$ cat src/design/base64_stream_decoder_core_macros.svh
// Assertion macros for the base64 stream decoder.
// Both macros sample on i_clk and are disabled while i_rst_n is low.
`ifndef BASE64_STREAM_DECODER_CORE_MACROS_SVH
`define BASE64_STREAM_DECODER_CORE_MACROS_SVH
`ifndef SYNTH
`define BSD_ASSERT(label, prop, msg) \
    label: assert property (@(posedge i_clk) disable iff (!i_rst_n) prop) else $error(msg);
`define BSD_ASSERT_NEXT(label, pre, post, msg) \
    label: assert property (@(posedge i_clk) disable iff (!i_rst_n) pre |=> post) else $error(msg);
`else
`define BSD_ASSERT(label, prop, msg)
`define BSD_ASSERT_NEXT(label, pre, post, msg)
`endif
`endif

$ cat src/design/bsd_pkg.sv
package bsd_pkg;

    localparam int CHAR_W   = 8;
    localparam int SEXTET_W = 6;
    localparam int HELD_W   = 18;

    localparam logic [CHAR_W-1:0] CHAR_NUL = 8'h00;

    // Held sextet counts
    localparam logic [1:0] CNT_ZERO  = 2'd0;
    localparam logic [1:0] CNT_ONE   = 2'd1;
    localparam logic [1:0] CNT_TWO   = 2'd2;
    localparam logic [1:0] CNT_THREE = 2'd3;

    // Index of the final byte within a job
    localparam logic [1:0] IDX_FIRST  = 2'd0;
    localparam logic [1:0] IDX_SECOND = 2'd1;
    localparam logic [1:0] IDX_THIRD  = 2'd2;

    typedef struct packed {
        logic                ok;
        logic [SEXTET_W-1:0] value;
    } t_sextet;

    // One unit of work for the back end: up to three bytes to emit
    typedef struct packed {
        logic [CHAR_W-1:0] b0;
        logic [CHAR_W-1:0] b1;
        logic [CHAR_W-1:0] b2;
        logic [1:0]        last_idx;
        logic              byte_valid;
        logic              last;
    } t_job;

    typedef struct packed {
        logic [1:0] sextet_count;
        logic       stopped;
    } t_front_status;

    function automatic t_sextet sextet_of(logic [CHAR_W-1:0] c);
        t_sextet r;
        r.ok    = 1'b1;
        r.value = '0;
        if (c inside {[8'h41:8'h5A]}) begin        // A..Z
            r.value = SEXTET_W'(c - 8'h41);
        end else if (c inside {[8'h61:8'h7A]}) begin // a..z
            r.value = SEXTET_W'(c - 8'h61 + 8'd26);
        end else if (c inside {[8'h30:8'h39]}) begin // 0..9
            r.value = SEXTET_W'(c - 8'h30 + 8'd52);
        end else if (c inside {8'h2B, 8'h2D}) begin  // plus, minus
            r.value = 6'd62;
        end else if (c inside {8'h2F, 8'h5F}) begin  // slash, underscore
            r.value = 6'd63;
        end else begin
            r.ok = 1'b0;
        end
        return r;
    endfunction

endpackage

$ cat src/design/bsd_in_if.sv
interface bsd_in_if;
    logic                       valid;
    logic                       ready;
    logic [bsd_pkg::CHAR_W-1:0] in_char;
    logic                       end_of_text;

    modport source (output valid, output in_char, output end_of_text, input ready);
    modport sink   (input valid, input in_char, input end_of_text, output ready);
endinterface

$ cat src/design/bsd_cfg_if.sv
interface bsd_cfg_if;
    logic valid;
    logic ready;
    logic skip_invalid;

    modport source (output valid, output skip_invalid, input ready);
    modport sink   (input valid, input skip_invalid, output ready);
endinterface

$ cat src/design/bsd_out_if.sv
interface bsd_out_if;
    logic                       valid;
    logic                       ready;
    logic [bsd_pkg::CHAR_W-1:0] data_byte;
    logic                       byte_valid;
    logic                       last;

    modport source (output valid, output data_byte, output byte_valid, output last,
                    input ready);
    modport sink   (input valid, input data_byte, input byte_valid, input last,
                    output ready);
endinterface

$ cat src/design/base64_stream_decoder_core.sv
// Flow: a completing character's job is written into the queue when the character transfers, and
//   the back end offers its first byte once it has loaded the job; an end-of-text result goes the same way.
// Throughput: one character per cycle in; one result per cycle out while work is queued and the output is ready;
//   input stalls only when the job queue between the front and back ends is full (QUEUE_DEPTH jobs).
// Reset: synchronous, active low; clears decode state, the queue, and skip_invalid.
`include "base64_stream_decoder_core_macros.svh"

module base64_stream_decoder_core #(
    parameter int QUEUE_DEPTH = 4
) (
    input  logic      i_clk,
    input  logic      i_rst_n,
    bsd_in_if.sink    i_text,
    bsd_cfg_if.sink   i_cfg,
    bsd_out_if.source o_bytes
);

    // Configuration: a single bit, always ready. Write it only while no character
    // is in flight; the front end reads it at the transfer of each character.
    logic r_skip;

    assign i_cfg.ready = 1'b1;

    always_ff @(posedge i_clk) begin
        if (!i_rst_n) begin
            r_skip <= 1'b0;
        end else if (i_cfg.valid && i_cfg.ready) begin
            r_skip <= i_cfg.skip_invalid;
        end
    end

    // Front end: map each character to a sextet, track the held group and the
    // stopped flag, and emit one job per completed group or per end of text.
    logic                   push;
    bsd_pkg::t_job          push_job;
    bsd_pkg::t_front_status front_status;

    // Queue: decouples the front end from output back pressure.
    logic          pop;
    bsd_pkg::t_job pop_job;
    logic          q_full;
    logic          q_empty;

    bsd_front u_front (
        .i_clk    (i_clk),
        .i_rst_n  (i_rst_n),
        .i_skip   (r_skip),
        .i_q_full (q_full),
        .i_text   (i_text),
        .o_push   (push),
        .o_job    (push_job),
        .o_status (front_status)
    );

    bsd_queue #(
        .DEPTH (QUEUE_DEPTH)
    ) u_queue (
        .i_clk   (i_clk),
        .i_rst_n (i_rst_n),
        .i_push  (push),
        .i_data  (push_job),
        .i_pop   (pop),
        .o_data  (pop_job),
        .o_full  (q_full),
        .o_empty (q_empty)
    );

    // Back end: hold one job and advance through its bytes, one transfer per cycle while o_bytes.ready is high.
    // The next job is loaded in the same cycle the final byte of the current one
    // transfers, so the output never bubbles while work is queued.
    bsd_back u_back (
        .i_clk     (i_clk),
        .i_rst_n   (i_rst_n),
        .i_q_empty (q_empty),
        .i_q_data  (pop_job),
        .o_pop     (pop),
        .o_bytes   (o_bytes)
    );

    // Checks
    `BSD_ASSERT(a_no_push_when_full, push |-> !q_full, "job pushed into a full queue")
    `BSD_ASSERT(a_eot_makes_job, (i_text.valid && i_text.ready && i_text.end_of_text) |-> push, "end of text produced no job")
    `BSD_ASSERT(a_marker_is_last, (o_bytes.valid && !o_bytes.byte_valid) |-> o_bytes.last, "bare marker without last")
    `BSD_ASSERT_NEXT(a_eot_clears, (i_text.valid && i_text.ready && i_text.end_of_text), (front_status.sextet_count == bsd_pkg::CNT_ZERO && !front_status.stopped), "state not cleared after end of text")

endmodule

$ cat src/design/bsd_front.sv
module bsd_front (
    input  logic                   i_clk,
    input  logic                   i_rst_n,
    input  logic                   i_skip,
    input  logic                   i_q_full,
    bsd_in_if.sink                 i_text,
    output logic                   o_push,
    output bsd_pkg::t_job          o_job,
    output bsd_pkg::t_front_status o_status
);

    logic [1:0]                   r_cnt, n_cnt;
    logic [bsd_pkg::HELD_W-1:0]   r_held, n_held;
    logic                         r_stop, n_stop;
    logic                         accept;
    logic                         group_done;
    logic [bsd_pkg::HELD_W+bsd_pkg::SEXTET_W-1:0] word;
    bsd_pkg::t_sextet             sx;

    assign i_text.ready = !i_q_full;
    assign accept       = i_text.valid && i_text.ready;
    assign sx           = bsd_pkg::sextet_of(i_text.in_char);
    assign word         = {r_held, sx.value};

    always_comb begin
        n_cnt      = r_cnt;
        n_held     = r_held;
        n_stop     = r_stop;
        group_done = 1'b0;

        if (!r_stop) begin
            if (i_text.in_char == bsd_pkg::CHAR_NUL) begin
                n_stop = 1'b1;
            end else if (!sx.ok) begin
                if (!i_skip) begin
                    n_stop = 1'b1;
                end
            end else if (r_cnt == bsd_pkg::CNT_THREE) begin
                group_done = 1'b1;
                n_cnt      = bsd_pkg::CNT_ZERO;
                n_held     = '0;
            end else begin
                n_held = {r_held[bsd_pkg::HELD_W-bsd_pkg::SEXTET_W-1:0], sx.value};
                n_cnt  = r_cnt + 2'd1;
            end
        end

        // Build the job: a full group, else a flush at end of text, else a bare marker
        o_job.b0         = '0;
        o_job.b1         = '0;
        o_job.b2         = '0;
        o_job.last_idx   = bsd_pkg::IDX_FIRST;
        o_job.byte_valid = 1'b1;
        o_job.last       = i_text.end_of_text;
        if (group_done) begin
            o_job.b0       = word[23:16];
            o_job.b1       = word[15:8];
            o_job.b2       = word[7:0];
            o_job.last_idx = bsd_pkg::IDX_THIRD;
        end else if (n_cnt == bsd_pkg::CNT_THREE) begin
            o_job.b0       = n_held[17:10];
            o_job.b1       = n_held[9:2];
            o_job.last_idx = bsd_pkg::IDX_SECOND;
        end else if (n_cnt == bsd_pkg::CNT_TWO) begin
            o_job.b0 = n_held[11:4];
        end else begin
            o_job.byte_valid = 1'b0;
        end

        o_push = accept && (group_done || i_text.end_of_text);

        // End of text clears everything
        if (i_text.end_of_text) begin
            n_cnt  = bsd_pkg::CNT_ZERO;
            n_held = '0;
            n_stop = 1'b0;
        end
    end

    always_ff @(posedge i_clk) begin
        if (!i_rst_n) begin
            r_cnt  <= bsd_pkg::CNT_ZERO;
            r_held <= '0;
            r_stop <= 1'b0;
        end else if (accept) begin
            r_cnt  <= n_cnt;
            r_held <= n_held;
            r_stop <= n_stop;
        end
    end

    assign o_status.sextet_count = r_cnt;
    assign o_status.stopped      = r_stop;

endmodule

$ cat src/design/bsd_queue.sv
module bsd_queue #(
    parameter int DEPTH = 4
) (
    input  logic          i_clk,
    input  logic          i_rst_n,
    input  logic          i_push,
    input  bsd_pkg::t_job i_data,
    input  logic          i_pop,
    output bsd_pkg::t_job o_data,
    output logic          o_full,
    output logic          o_empty
);

    localparam int PTR_W = $clog2(DEPTH);
    localparam int CNT_W = $clog2(DEPTH + 1);

    bsd_pkg::t_job    r_mem [DEPTH];
    logic [PTR_W-1:0] r_wr, r_rd;
    logic [CNT_W-1:0] r_count;
    logic             do_push, do_pop;

    assign o_full  = (r_count == CNT_W'(DEPTH));
    assign o_empty = (r_count == '0);
    assign do_push = i_push && !o_full;
    assign do_pop  = i_pop && !o_empty;
    assign o_data  = r_mem[r_rd];

    always_ff @(posedge i_clk) begin
        if (do_push) begin
            r_mem[r_wr] <= i_data;
        end
    end

    always_ff @(posedge i_clk) begin
        if (!i_rst_n) begin
            r_wr    <= '0;
            r_rd    <= '0;
            r_count <= '0;
        end else begin
            if (do_push) begin
                r_wr <= (r_wr == PTR_W'(DEPTH - 1)) ? '0 : r_wr + PTR_W'(1);
            end
            if (do_pop) begin
                r_rd <= (r_rd == PTR_W'(DEPTH - 1)) ? '0 : r_rd + PTR_W'(1);
            end
            if (do_push && !do_pop) begin
                r_count <= r_count + CNT_W'(1);
            end else if (do_pop && !do_push) begin
                r_count <= r_count - CNT_W'(1);
            end
        end
    end

endmodule

$ cat src/design/bsd_back.sv
module bsd_back (
    input  logic          i_clk,
    input  logic          i_rst_n,
    input  logic          i_q_empty,
    input  bsd_pkg::t_job i_q_data,
    output logic          o_pop,
    bsd_out_if.source     o_bytes
);

    logic          r_busy;
    bsd_pkg::t_job r_job;
    logic [1:0]    r_idx;
    logic          xfer;
    logic          at_end;

    assign xfer   = o_bytes.valid && o_bytes.ready;
    assign at_end = (r_idx == r_job.last_idx);
    assign o_pop  = !i_q_empty && (!r_busy || (xfer && at_end));

    always_ff @(posedge i_clk) begin
        if (o_pop) begin
            r_job <= i_q_data;
        end
    end

    always_ff @(posedge i_clk) begin
        if (!i_rst_n) begin
            r_busy <= 1'b0;
            r_idx  <= bsd_pkg::IDX_FIRST;
        end else if (o_pop) begin
            r_busy <= 1'b1;
            r_idx  <= bsd_pkg::IDX_FIRST;
        end else if (xfer && at_end) begin
            r_busy <= 1'b0;
        end else if (xfer) begin
            r_idx <= r_idx + 2'd1;
        end
    end

    always_comb begin
        case (r_idx)
            bsd_pkg::IDX_FIRST:  o_bytes.data_byte = r_job.b0;
            bsd_pkg::IDX_SECOND: o_bytes.data_byte = r_job.b1;
            default:             o_bytes.data_byte = r_job.b2;
        endcase
    end

    assign o_bytes.valid      = r_busy;
    assign o_bytes.byte_valid = r_job.byte_valid;
    assign o_bytes.last       = r_job.last && at_end;

endmodule

$ cat src/flat_wrapper.sv
// flat-port wrapper written by rule: the top's interface ports become plain ports
module base64_stream_decoder_core_flat 
#(
    parameter int QUEUE_DEPTH = 4
)
  (i_clk, i_rst_n, i_text_valid, i_text_in_char, i_text_end_of_text, i_text_ready, i_cfg_valid, i_cfg_skip_invalid, i_cfg_ready, o_bytes_valid, o_bytes_data_byte, o_bytes_byte_valid, o_bytes_last, o_bytes_ready);
  bsd_in_if i_text_i ();
  bsd_cfg_if i_cfg_i ();
  bsd_out_if o_bytes_i ();
  input  logic i_clk;
  input  logic i_rst_n;
  input wire logic [$bits(i_text_i.valid)-1:0] i_text_valid;
  input wire logic [$bits(i_text_i.in_char)-1:0] i_text_in_char;
  input wire logic [$bits(i_text_i.end_of_text)-1:0] i_text_end_of_text;
  output wire logic [$bits(i_text_i.ready)-1:0] i_text_ready;
  input wire logic [$bits(i_cfg_i.valid)-1:0] i_cfg_valid;
  input wire logic [$bits(i_cfg_i.skip_invalid)-1:0] i_cfg_skip_invalid;
  output wire logic [$bits(i_cfg_i.ready)-1:0] i_cfg_ready;
  output wire logic [$bits(o_bytes_i.valid)-1:0] o_bytes_valid;
  output wire logic [$bits(o_bytes_i.data_byte)-1:0] o_bytes_data_byte;
  output wire logic [$bits(o_bytes_i.byte_valid)-1:0] o_bytes_byte_valid;
  output wire logic [$bits(o_bytes_i.last)-1:0] o_bytes_last;
  input wire logic [$bits(o_bytes_i.ready)-1:0] o_bytes_ready;
  assign i_text_i.valid = i_text_valid;
  assign i_text_i.in_char = i_text_in_char;
  assign i_text_i.end_of_text = i_text_end_of_text;
  assign i_text_ready = i_text_i.ready;
  assign i_cfg_i.valid = i_cfg_valid;
  assign i_cfg_i.skip_invalid = i_cfg_skip_invalid;
  assign i_cfg_ready = i_cfg_i.ready;
  assign o_bytes_valid = o_bytes_i.valid;
  assign o_bytes_data_byte = o_bytes_i.data_byte;
  assign o_bytes_byte_valid = o_bytes_i.byte_valid;
  assign o_bytes_last = o_bytes_i.last;
  assign o_bytes_i.ready = o_bytes_ready;
  base64_stream_decoder_core #(.QUEUE_DEPTH(QUEUE_DEPTH)) u_core (.i_clk(i_clk), .i_rst_n(i_rst_n), .i_text(i_text_i), .i_cfg(i_cfg_i), .o_bytes(o_bytes_i));
endmodule
$ cat config.mk
export PLATFORM = sky130hd
export DESIGN_NAME = base64_stream_decoder_core_flat
export DESIGN_NICKNAME = d
export VERILOG_FILES = /design/src/design/bsd_pkg.sv /design/src/design/bsd_in_if.sv /design/src/design/bsd_cfg_if.sv /design/src/design/bsd_out_if.sv /design/src/design/base64_stream_decoder_core.sv /design/src/design/bsd_front.sv /design/src/design/bsd_queue.sv /design/src/design/bsd_back.sv /design/src/flat_wrapper.sv
export VERILOG_INCLUDE_DIRS = /design/src /design/src/design
export SDC_FILE = /design/constraint.sdc
export NUM_CORES = 1
export LEC_CHECK = 0
export BUFFER_PORTS_ARGS = -buffer_cell sky130_fd_sc_hd__buf_4
export CAP_MARGIN = 20
export CORE_AREA = 5 5 148 107
export CTS_CLUSTER_DIAMETER = 40
export DETAILED_ROUTE_END_ITERATION = 7
export DIE_AREA = 0 0 153 112
export GPL_TIMING_DRIVEN = 1
export PLACE_DENSITY = 0.67
export RECOVER_POWER = 50
export SLEW_MARGIN = 20
export SYNTH_ARGS = -nofsm -noshare
export SYNTH_HDL_FRONTEND = slang
export SYNTH_SLANG_ARGS = --single-unit
$ cat constraint.sdc
create_clock -name i_clk -period 6 [get_ports i_clk]
set_input_delay 0 -clock i_clk [delete_from_list [all_inputs] [get_ports i_clk]]
set_output_delay 0 -clock i_clk [all_outputs]
set_load 0.03 [all_outputs]
==> metrics.md <==
| Metric | Value |
|---|---|
| Post-Syn Area | 7520 sq um |
| Fillcell total | 1145 |
| Chip Width | 153 um |
| Sink Count | 172 |
| Utilization after layout | 0.588 |
| Fin Clk Skew | 0.0106 ns |
| Diode count | 0 |
| Worst-path clk slew | 0.06 ns |
| Failing checks | max-capacitance violations, max-slew violations |
| Worst-case clock buffer depth | 2 |
| Synthesized area per cell | 14.7 sq um |
| Status | complete, but fails checks |
| Arrival time at the worst endpoint | 4.66 ns |
| TritonCTS clock tree | yes |
| Resize count post-CTS | 0 |
| Post-route ant nets | 0 |
| Root buffer cell | clkbuf_16 |
| Worst Path Max Fanout | 10 |
| H-tree depth | 4 |
| Post-CTS Setup Bufs | 0 |
| Critical Path Sink Type | register |
| Required time of the critical path | 6.33 ns |
| Fin. Hold Viols | 0 |
| Num CTS Buffers | 17 |
| Max VDD drop | 217 uV |
| Residual DRC | 0 |
| HPWL Detailed | 10.2 mm |
| Slew HR | -0.335 |
| Netlist cell types | 71 |
| TNS Setup | 0 ns |
| Clock latency on the worst-skew pair | 0.42 ns |
| Largest net degree at the start of global routing | 32 |
| Setup violators final | 0 |
| Layout cell share with drive strength beyond 1 | 0.150 |
| Final nets | 583 |
| FFs w/ async S/R, synth | 0 |
| Leak pwr | 2.84 nW |
| Vias in the first global route | 4430 |
| GRT overflow | 0 |
| Dpl ws | 2.23 ns |
| Synth warn | 0 |
| Io pins | 28 |
| DR iter-0 viols | 406 |
| Seq/Total Area, Yosys | 0.644 |
| Fin cells | 755 |
| Initial antenna violation count | 0 |
| Post-synth EDFFs | 140 |
| Max incr delay on CP | 0.79 ns |
| Crit path kind | in -> reg |
| Power Density | 392 nW/um^2 |
| Max stage delay cell, worst path | nor3_1 |
| Total global routing track utilization | 0.189 |
| Final hold slack | 0.108 ns |
| Max Clk Rate | 231 MHz |
| Commonest cells after routing, fill and taps aside | 140 x edfxtp_1, 45 x nor2_1, 44 x nand2_1 |
| Vias per inst | 5.93 |
| Synth Flop Type | edfxtp_1 |
| Die footprint | 17100 sq um |
| Number of synthesized register bits | 172 |
| Placed Cells | 718 |
| Height of the die | 112 um |
| Pre-antenna DRT Iters | 5 |
| Vias | 4475 |
| Worst Tran Pin Value | 2.00 ns |
| Tightest Hold Check Type | in -> reg |
| Syn nets | 548 |
| Total of max-cap violations | 2 |
| Setup slack after layout | 1.68 ns |
| Syn-to-layout area delta | 12.2% |
| Core footprint | 14400 sq um |
| Placer Congestion | 0.854 |
| FP Rows | 37 |
| Drt wl/cell | 20.4 um |
| Post-layout min period | 4.32 ns |
| First-pass GRT wire length | 24.9 mm |
| Initial Util | 0.524 |
| Critical-path cell list | clkbuf_1 > inv_1 > ha_1 > a21o_1 > o211a_1 > nor3_1 > o31a_1 > nand2_1 > a21oi_1 > ha_1 > inv_1 > fa_1 > xor2_1 > or3_1 > a21oi_1 |
| Most common cell after layout, fill and taps aside | edfxtp_1 |
| Startpoint types | primary input |
| RSZ-0062 raised after global routing | false |
| Syn Inst Count | 512 |
| DRT Wirelength | 15.4 mm |
| Tcrit/Tclk final | 0.721 |
| Port-buffer cells | 26 |
| Slew Viols, Final | 64 |
-- worst max-delay path, delay by kind of cell --
kind                     cells  cell delay (ns)
AND/OR/NAND/NOR              3             1.34
XOR/XNOR                     1             0.18
adder cells (fa/ha/maj)      3             1.02
AO/OA/AOI/OAI                5             1.53
buffers and inverters        3             0.58
-- sequential cells by signal (all words and copies together), names as in the netlist --
signal and count:
u_core.r_skip 1, u_core.u_queue.r_count 3, u_core.u_front.r_held 18, u_core.u_queue.r_wr 2, u_core.u_queue.r_rd 2, u_core.u_back.o_bytes.valid 1, u_core.u_queue.r_mem 112, u_core.u_back.r_idx 2
u_core.u_front.r_stop 1, u_core.u_front.r_cnt 2, u_core.u_back.r_job 27, u_core.u_back.o_bytes.byte_valid 1
-- area by class of cell --
cell class              count  area, sq um  share of cell area
clock buffers              17          425              0.0504
clock inverters            15          151              0.0179
inverters                  17         63.8             0.00756
multi-input cells         301         2460               0.292
flip-flops and latches    172         4840               0.574
well taps                 195          244              0.0289
repair buffers             38          241              0.0286
-- cell families after synthesis --
| group | after synthesis | synth area share |
|---|---|---|
| DFF | 172 | 0.644 |
| and+or+nand+nor | 139 | 0.0884 |
| AOI/OAI and AO/OA | 95 | 0.101 |
| buffers and inverters | 39 | 0.0240 |
| muxes | 38 | 0.0974 |
| adders and majority gates | 21 | 0.0359 |
| xor gates and xnor gates | 7 | 0.00815 |
| other | 1 | 0.000499 |
-- Yosys cell counts (5+ instances only) --
cell,instances,share of area
edfxtp_1,140,0.56
nor2_1,45,0.022
nand2_1,43,0.021
dfxtp_1,32,0.085
mux4_2,28,0.084
ha_1,20,0.033
a22oi_1,18,0.018
inv_1,14,0.0070
a21oi_1,12,0.0080
clkbuf_1,9,0.0045
mux2i_1,9,0.012
a221o_1,8,0.011
and2_1,8,0.0067
nand2b_1,8,0.0067
nand3_1,7,0.0047
o21ai_0,6,0.0040
o2bb2ai_1,6,0.0070
xor2_1,6,0.0070
and3_1,5,0.0042
buf_1,5,0.0025
-- worst paths after layout --
kind,depth (start not counted),start,to,slack (ns)
setup / recovery,15,i_text_in_char[2],u_core.u_queue.r_count[2]$_SDFFE_PN0P_,1.68
setup reg to reg,12,u_core.u_back.r_job[3]$_DFFE_PP_,u_core.u_queue.r_count[2]$_SDFFE_PN0P_,2.27
hold reg to reg,2,u_core.u_queue.r_wr[1]$_SDFFE_PN0P_,u_core.u_queue.r_wr[1]$_SDFFE_PN0P_,0.52
hold / removal,4,i_text_valid,u_core.u_front.r_held[11]$_SDFFE_PN0P_,0.11
-- metrics by stage --
stage                     power [mW]  cell area [sq um]
after global routing            3.48               8440
after global placement          2.30               7900
final                           3.31               8440
after CTS                       3.38               8530
after floorplan                 2.07               7520
after detailed placement        2.32               7900
-- repair_timing --
action,in CTS,in global routing
endpoints found under the setup margin,0,0
endpoints found under the hold margin,15,0
hold buffers,5,0
-- layer usage --
layer  routed length, um  track usage
met5                   0            0
met4                 181       0.0481
met3                 821       0.0435
met2                6840        0.272
met1                7560        0.292
-- report_power, final --
group          total [mW]  internal (mW)  switching (mW)  leakage (nW)
sequential           1.58           1.49          0.0918          1.54
combinational       0.659          0.247           0.412          1.02
clock                1.07          0.587           0.480         0.282
total                3.31           2.32           0.983          2.84
Note: power is estimated with default switching activity, not from simulation.
